### src/hdl/assert_macros.svh
// Assertion macros shared by the permission table RTL.
`ifndef ASSERT_MACROS_SVH
`define ASSERT_MACROS_SVH

// Clocked assertion that is switched off while reset is applied.
`define RPT_ASSERT(label, prop, msg) \
  label: assert property (@(posedge clk) disable iff (!rst_n) (prop)) \
    else $error(msg);

// Clocked assertion that is also checked during reset.
`define RPT_ASSERT_ALWAYS(label, prop, msg) \
  label: assert property (@(posedge clk) (prop)) \
    else $error(msg);

`endif

### src/hdl/rpt_pkg.sv
// Shared widths, defaults and types of the role permission table.
`timescale 1ns / 1ps

package rpt_pkg;

  localparam int WORD_W   = 64;
  localparam int LOW_W    = 32;
  localparam int ROLE_W   = 4 * WORD_W;
  localparam int MEMBER_W = 2 * WORD_W + LOW_W;
  localparam int KEY_W    = ROLE_W + MEMBER_W;
  localparam int FUNC_W   = 2;
  localparam int CFG_IDX_W = 2;

  localparam int TABLE_DEPTH_DEF = 256;

  // Registered outcome of one compare in the table scan.
  typedef struct packed {
    logic valid;
    logic hit;
  } scan_res_t;

endpackage

### src/hdl/rpt_cmp.sv
// Shared key compare unit: matches one stored pair against the request per cycle.
`timescale 1ns / 1ps

module rpt_cmp #(
  parameter int IDX_W = 8
) (
  input  logic                     clk,
  input  logic                     rst_n,
  input  logic                     in_valid,
  input  logic [IDX_W-1:0]         in_idx,
  input  logic [rpt_pkg::KEY_W-1:0] key,
  input  logic [rpt_pkg::KEY_W-1:0] entry,
  output rpt_pkg::scan_res_t       res,
  output logic [IDX_W-1:0]         res_idx
);

  import rpt_pkg::*;

  logic             valid_r;
  logic             hit_r;
  logic [IDX_W-1:0] idx_r;

  always_ff @(posedge clk) begin
    if (!rst_n) begin
      valid_r <= 1'b0;
    end else begin
      valid_r <= in_valid;
    end
  end

  // The tag and the compare result need no reset; valid_r qualifies them.
  always_ff @(posedge clk) begin
    hit_r <= (key == entry);
    idx_r <= in_idx;
  end

  assign res.valid = valid_r;
  assign res.hit   = hit_r;
  assign res_idx   = idx_r;

endmodule

### config.mk
export PLATFORM = sky130hd
export DESIGN_NAME = rpt_cmp
export DESIGN_NICKNAME = d
export VERILOG_FILES = /design/src/hdl/assert_macros.svh /design/src/hdl/rpt_pkg.sv /design/src/hdl/rpt_cmp.sv
export SDC_FILE = /design/constraint.sdc
export NUM_CORES = 1
export LEC_CHECK = 0
export BUFFER_PORTS_ARGS = -buffer_cell sky130_fd_sc_hd__buf_4
export CAP_MARGIN = 10
export CORE_AREA = 2 2 329 331
export CTS_BUF_LIST = sky130_fd_sc_hd__clkbuf_8
export DETAILED_ROUTE_END_ITERATION = 10
export DIE_AREA = 0 0 331 333
export PLACE_DENSITY = 0.3
export SYNTH_ARGS = -nofsm -noshare
export SYNTH_HDL_FRONTEND = slang
export SYNTH_SLANG_ARGS = --single-unit
### constraint.sdc
create_clock -name clk -period 1.79 [get_ports clk]
set_input_delay 0.358 -clock clk [delete_from_list [all_inputs] [get_ports clk]]
set_output_delay 0.358 -clock clk [all_outputs]
set_load 0.1 [all_outputs]
==> results.cfg <==
[status]
outcome = finished, violations left
violations = setup timing

[placed_design]
pre_cts_slack_ps = -1570
dp_hpwl_um = 78900
portBuffers = 852
placedCellCount = 2868
gp_congestion = 0.927
place_area_um2 = 13200

[timing]
fin_worst_hold_slack_ps = 199
relSlewSlack_pct = 49.9
setup_violations = 1
hold_viol = 0
max_freq_mhz = 478
period_share_pct = 117
fin_crit_ps = 2090
maxSlewViolCount = 0
final_critical_path_setup_slack_ps = -302
rsz0062_at_grt = yes
worstMarginPinSlew_ps = 750

[clock_network]
tritoncts = done
cts-buffers-inserted = 3
clk_pin_slew_worst_paths_ps = 70
root_buffer = clkbuf_8
clock_sinks = 10
hold_buffers = 0
h-tree-depth = 1
cts_setup_buffers = 0
cts.path.max_buffers = 2

[power_and_ir_drop]
p_leak_uw = 0.00599
p_per_area_nw_per_um2 = 267
p_total_uw = 3580
vdd_drop_max_mv = 0.125

[global_routing]
track_usage_pct = 13.9
antenna_found_initial = 45
grt_overflow = 0
grt_pass1_wl_um = 98200
grt_max_degree = 7
grt_pass1_vias = 8985

[synth]
synth_area_um2 = 4760
synth_top_area_share_pct = 47.1
yosys_register_bits = 10
ys_top_cells_by_area = xor2_1 47%, xnor2_1 29%, nor4_1 10%
synth_nets = 1411
postSynthCellCount = 568
synth.distinct_cells = 10
yosysWarnings = 0
synth.yosys.seq_area_share_pct = 4.21
synth_largest_area_cell = xor2_1
post_synth.cell_area_avg_um2 = 8.38

[cells_and_area]
instances_no_fill = 2885
syn_to_final_growth_pct = 182
nNetsFinal = 2313
drive_gt1_share_pct = 62.3
fin_area_um2 = 13400

[critical_path]
crit_path_start_kind = input pin
path_delay_family = simple AND/OR/NAND/NOR gates
crit_path_max_fanout = 1
path_buf_inv = 2
critical_path_required_ps = 1960
cp_slowest_stage_delay_ps = 600
arrival_ps = 2260
critPathKind = input pin to flip-flop
crit_chain = buf_4 -> xor2_1 -> nor4_2 -> nand4_1 -> nor4_1 -> nand3_1 -> buf_4 -> nor4_2
end_kind = flip-flop
slowest_stage = nor4_2

[worst_hold_path]
hp-class = input pin to flip-flop

[route]
drc = 0
vias = 8088
drt_iter0_drc = 258
vias_per_cell = 2.80
drt_wl_total_um = 80900
drt_first_pass_iters = 4
wl_per_cell_um = 28.0
drtAntennaViolNets = 0

[floorplan]
core_area_um2 = 107000
dieArea_um2 = 110000
rows = 120
start_util_pct = 4.46
ioPinCount = 853
fp.dieW_um = 331
die_h_um = 333

[flow_run]
cap_violations = 0
-- layout by cell type, fill, tap and decap left out, types with 3 or more instances in the layout --
cell / n
buf_4: 895
xor2_1: 256
xnor2_1: 160
nor4_1: 68
nand4_1: 58
diode_2: 13
dfxtp_1: 10
nor4_2: 8
clkbuf_8: 4
buf_6: 4
nor4_4: 3
-- cell families after synthesis --
group,Yosys count,synth area share [%]
buffers and inverters,2,0.315
flip-flops,10,4.21
AND/OR/NAND/NOR,140,18.9
XOR/XNOR,416,76.6
-- metrics by stage --
stage / TNS (ps) / util (%)
after floorplan: 0 / -
after global placement: -1510 / 12.4
after detailed placement: -1570 / 12.4
after CTS: -327 / 12.6
after global routing: -383 / 12.6
final: -302 / 12.6
-- routing by layer --
layer  vias up  wire (um)  GRT usage (%)
met3        76       6930           4.31
li1       3797          -              -
met1      3683      33800           17.2
met2       502      39600           24.8
met4        30        398          0.105
met5         -        198              0
-- state kept, by name (all words and copies together), names as in the netlist --
register,cells
hit_r,1
res_idx,8
valid_r,1
-- power breakdown --
part	switching, uW	leakage, uW	internal [uW]
clock	132	0.0000288	196
sequential	2.99	0.0000839	233
combinational	1260	0.00588	1760
-- worst paths after layout --
check / startpoint / to / slack (ps) / depth (start not counted)
setup / recovery: entry[181] / hit_r / -300 / 8
hold / removal: in_idx[2] / res_idx[2] / 200 / 1
-- final cells by class --
cell class                 instances  area [um^2]
multi-input combinational        556         4620
fill                           12400        93200
clock buffer                       4         55.1
antenna                           13         32.5
tap                             1403         1760
timing repair buffer             899         6760
sequential                        10          200
-- repair_timing --
action / in CTS / in global routing
pin swaps: 5 / 0
resized for setup: 14 / 2
endpoints found under the setup margin: 1 / 1
-- Yosys cell counts, drive strengths merged --
cell   instances
buf            2
xor2         256
and2           1
nand3          2
dfxtp         10
xnor2        160
nor4          79
nand4         58
No activity file was read; power rests on OpenSTA's default activity.
