[src/hdl/assert_macros.svh]
// Assertion macros shared by the permission table RTL.
`ifndef ASSERT_MACROS_SVH
`define ASSERT_MACROS_SVH

// Clocked assertion that is switched off while reset is applied.
`define RPT_ASSERT(label, prop, msg) \
  label: assert property (@(posedge clk) disable iff (!rst_n) (prop)) \
    else $error(msg);

// Clocked assertion that is also checked during reset.
`define RPT_ASSERT_ALWAYS(label, prop, msg) \
  label: assert property (@(posedge clk) (prop)) \
    else $error(msg);

`endif

[src/hdl/rpt_ram.sv]
// Generic simple dual-port RAM with one write port and one registered read port.
`timescale 1ns / 1ps

module rpt_ram #(
  parameter int WIDTH = 8,
  parameter int DEPTH = 256,
  localparam int AW = (DEPTH > 1) ? $clog2(DEPTH) : 1
) (
  input  logic             clk,
  input  logic             we,
  input  logic [AW-1:0]    waddr,
  input  logic [WIDTH-1:0] wdata,
  input  logic             re,
  input  logic [AW-1:0]    raddr,
  output logic [WIDTH-1:0] rdata
);

  logic [WIDTH-1:0] mem_r [DEPTH];
  logic [WIDTH-1:0] rdata_r;

  always_ff @(posedge clk) begin
    if (we) begin
      mem_r[waddr] <= wdata;
    end
    if (re) begin
      rdata_r <= mem_r[raddr];
    end
  end

  assign rdata = rdata_r;

endmodule

[config.mk]
export PLATFORM = sky130hd
export DESIGN_NAME = rpt_ram
export DESIGN_NICKNAME = d
export VERILOG_FILES = /design/src/hdl/assert_macros.svh /design/src/hdl/rpt_ram.sv
export SDC_FILE = /design/constraint.sdc
export NUM_CORES = 2
export LEC_CHECK = 0
export BUFFER_PORTS_ARGS = -buffer_cell sky130_fd_sc_hd__buf_2
export CORE_MARGIN = 2
export CORE_UTILIZATION = 40
export DETAILED_ROUTE_END_ITERATION = 10
export GPL_TIMING_DRIVEN = 1
export PLACE_DENSITY = 0.52
export REMOVE_ABC_BUFFERS = 1
export SLEW_MARGIN = 40
export SYNTH_ARGS = -nofsm -noshare
export SYNTH_HDL_FRONTEND = slang
export SYNTH_SLANG_ARGS = --single-unit
[constraint.sdc]
create_clock -name clk -period 6.7 [get_ports clk]
set_input_delay 1.34 -clock clk [delete_from_list [all_inputs] [get_ports clk]]
set_output_delay 1.34 -clock clk [all_outputs]
set_load 0.01 [all_outputs]
==> flow_summary.ini <==
[outcome]
status = completed

[drt]
drtAntennaViolNets = 0
drc = 0
wl_per_cell_um = 31.8
drt-vias-per-instance = 5.75
drt_pass1_iterations = 7
wirelength_um = 212000
drtIter0Drc = 4033
num_vias = 38300

[timing]
finalWorstPathRequiredPeriod_ns = 4.08
hold-worst-slack_ns = 0.873
worst_pin_slew_ns = 0.879
slew_violations = 0
setup_tns_ns = 0
setup_viol = 0
min_period_over_period_pct = 60.8
relSlewSlack_pct = 41.3
max_freq_mhz = 245
hold_viol = 0
finClkSkew_ns = 0.0252
rsz0062_at_grt = no

[finish]
drive_gt1_share_pct = 26.7
mostFrequentLayoutCells = edfxtp_1 (2056), mux4_2 (454), clkbuf_16 (208)
layout_commonest_cell = edfxtp_1
final_cells = 6659
n_fill_cell = 16600
final_area_mm2 = 0.0899
nNetsFinal = 3880
syn_to_final_growth_pct = 12.9

[critical_path]
critical_path_class = input port to flop
rr_endpoint = rdata[3]
start_kind = input port
path_max_fanout = 30
r2r_setup_slack_ns = 3.83
cp-endpoint = rdata[4]
required_ns = 7.37
crit_start = raddr[2]
worstPathArrival_ns = 4.74
worst_r2r_path_depth = 6
setup.worst_path.end_class = flop
rr_startpoint = mem_r[43][3]

[power_and_ir_drop]
vdd_drop_max_uv = 253
p_per_area_mw_per_mm2 = 294
totalPowerFinal_mw = 26.5
power_leakage_nw = 27.2

[synth]
synth_top_family_by_area = multiplexers
synth_edf_count = 2056
syn-instance-count = 3733
synth_xor_area_share_pct = 0
synth_compound_area_share_pct = 3.42
synthArstFlopShare_pct = 0
synthSimpleGateAreaFrac_pct = 2.63
synth_area_per_cell_um2 = 21.3
synth_flop_cell = edfxtp_1
synthAdderAreaFrac_pct = 0
ys_ff_latch = 2056
ys_warn_count = 0
yosys.cell_types.count = 54
synthMuxAreaShare_pct = 14.6
yosysSeqAreaShare_pct = 77.5
syn-cell-area_mm2 = 0.0796

[clock_network]
cts_resized = 0
cts_buffers = 206
cts_tree = done
h-tree-depth = 4
cts_setup_buffers = 0
cts_hold_buf = 0
path_clk_slew_ns = 0.06
cts.sinks = 2056
clkLatencyLatePin_ns = 0.85
clk_path_buf_depth = 3
root_buffer = clkbuf_16

[floorplanning]
die_w_um = 450
io-pin-count = 35
rows = 163
initial_core_util_pct = 40.3
dieArea_mm2 = 0.203
die_y_um = 450
core_area_mm2 = 0.198

[placed_design]
place.gp.congestion = 0.824
dp_cells = 6280
hpwl_um = 129000
dpl_cell_area_mm2 = 0.0833
portBuffers = 34

[grt]
grt_pass1_vias = 39100
grt_max_degree = 146
antenna_found_initial = 9
grt.overflow.total = 0
grtUsageTotal_pct = 20.8
grt_pass1_wl_um = 301000

[job]
cap_viol_max_count = 0

[hold_path]
hp-start = wdata[5]
hp-class = input port to flop
-- state kept, by name, indices dropped and copies added, names as in the netlist --
signal	flops
mem_r	2048
rdata	8
-- layout make-up --
type	instances	area, µm²	share of cell area, %
multi-input cells	1442	17100	19.0
inverters	2	7.51	0.00835
diodes	3	7.51	0.00835
clock inverters	109	880	0.978
flip-flops and latches	2056	61700	68.7
repair buffers	145	1490	1.66
well taps	2640	3300	3.67
clock buffers	262	5410	6.01
-- Yosys cell counts (3+ instances only) --
cell / number / area [µm²]
mux2i_1: 134 / 1340
and2_1: 6 / 37.5
nand2_1: 33 / 124
nor4_2: 3 / 37.5
nand2b_1: 8 / 50.1
o221ai_1: 46 / 403
buf_2: 31 / 155
edfxtp_1: 2056 / 61700
o21ai_0: 10 / 50.1
buf_4: 27 / 203
o211ai_1: 10 / 75.1
buf_8: 13 / 195
a21oi_1: 96 / 480
buf_12: 8 / 160
a221oi_1: 13 / 114
nor2_1: 282 / 1060
nor3_1: 22 / 110
o22ai_1: 28 / 175
buf_6: 21 / 236
buf_1: 22 / 82.6
o32ai_1: 4 / 35.0
mux4_2: 454 / 10200
nand4_1: 10 / 62.6
nor4_1: 24 / 150
o22a_1: 5 / 43.8
or2_2: 4 / 25.0
a211oi_1: 16 / 120
clkbuf_1: 111 / 417
nand3_1: 34 / 170
a22oi_1: 133 / 998
a22o_1: 8 / 70.1
nor2b_1: 31 / 194
-- metrics by stage --
| stage | setup slack (ns) | utilization, % |
|---|---|---|
| detailed placement | 1.72 | 42.2 |
| global placement | 0.928 | 41.9 |
| finish | 2.62 | 45.5 |
| global route | 2.50 | 45.5 |
| floorplan | 2.87 | - |
| CTS | 2.63 | 45.4 |
-- layer usage --
metal / global-route usage, % / up-vias / wire (µm)
met3: 3.65 / 290 / 13000
met4: 5.54 / 0 / 5170
li1: - / 16000 / -
met2: 33.1 / 1216 / 102000
met1: 29.8 / 20800 / 91900
met5: 0 / - / 0
-- kinds of logic (layout without fill, tap and decap cells) --
kind of cell	count (synthesis)	in the layout
compound gates	385	385
buf+inv	235	518
flops	2056	2056
mux	591	591
other cells	0	3
simple gates	466	466
-- worst min-delay path by stage --
stage | endpoint | slack [ns] | depth (start not counted)
floorplan | rdata[5] | 0.86 | 6
global placement | rdata[5] | 1.14 | 6
detailed placement | rdata[5] | 1.12 | 6
CTS | mem_r[76][1] | 0.87 | 1
global route | mem_r[213][5] | 0.84 | 1
finish | mem_r[213][5] | 0.87 | 1
-- worst max-delay path, stage by stage --
cell,delay [ns]
buf_4,0.49
clkinv_1,0.48
buf_4,0.41
nand2_1,0.23
o21ai_0,0.22
a2111oi_1,0.87
nor3_2,0.31
nor4_1,0.32
-- where the power goes --
| part | switching [mW] | internal (mW) | leakage [nW] | total, mW |
|---|---|---|---|---|
| clock | 4.83 | 6.11 | 3.06 | 10.9 |
| combinational | 0.872 | 0.439 | 5.66 | 1.31 |
| sequential | 0.0275 | 14.2 | 18.5 | 14.2 |
No activity file was read; power rests on OpenSTA's default activity.
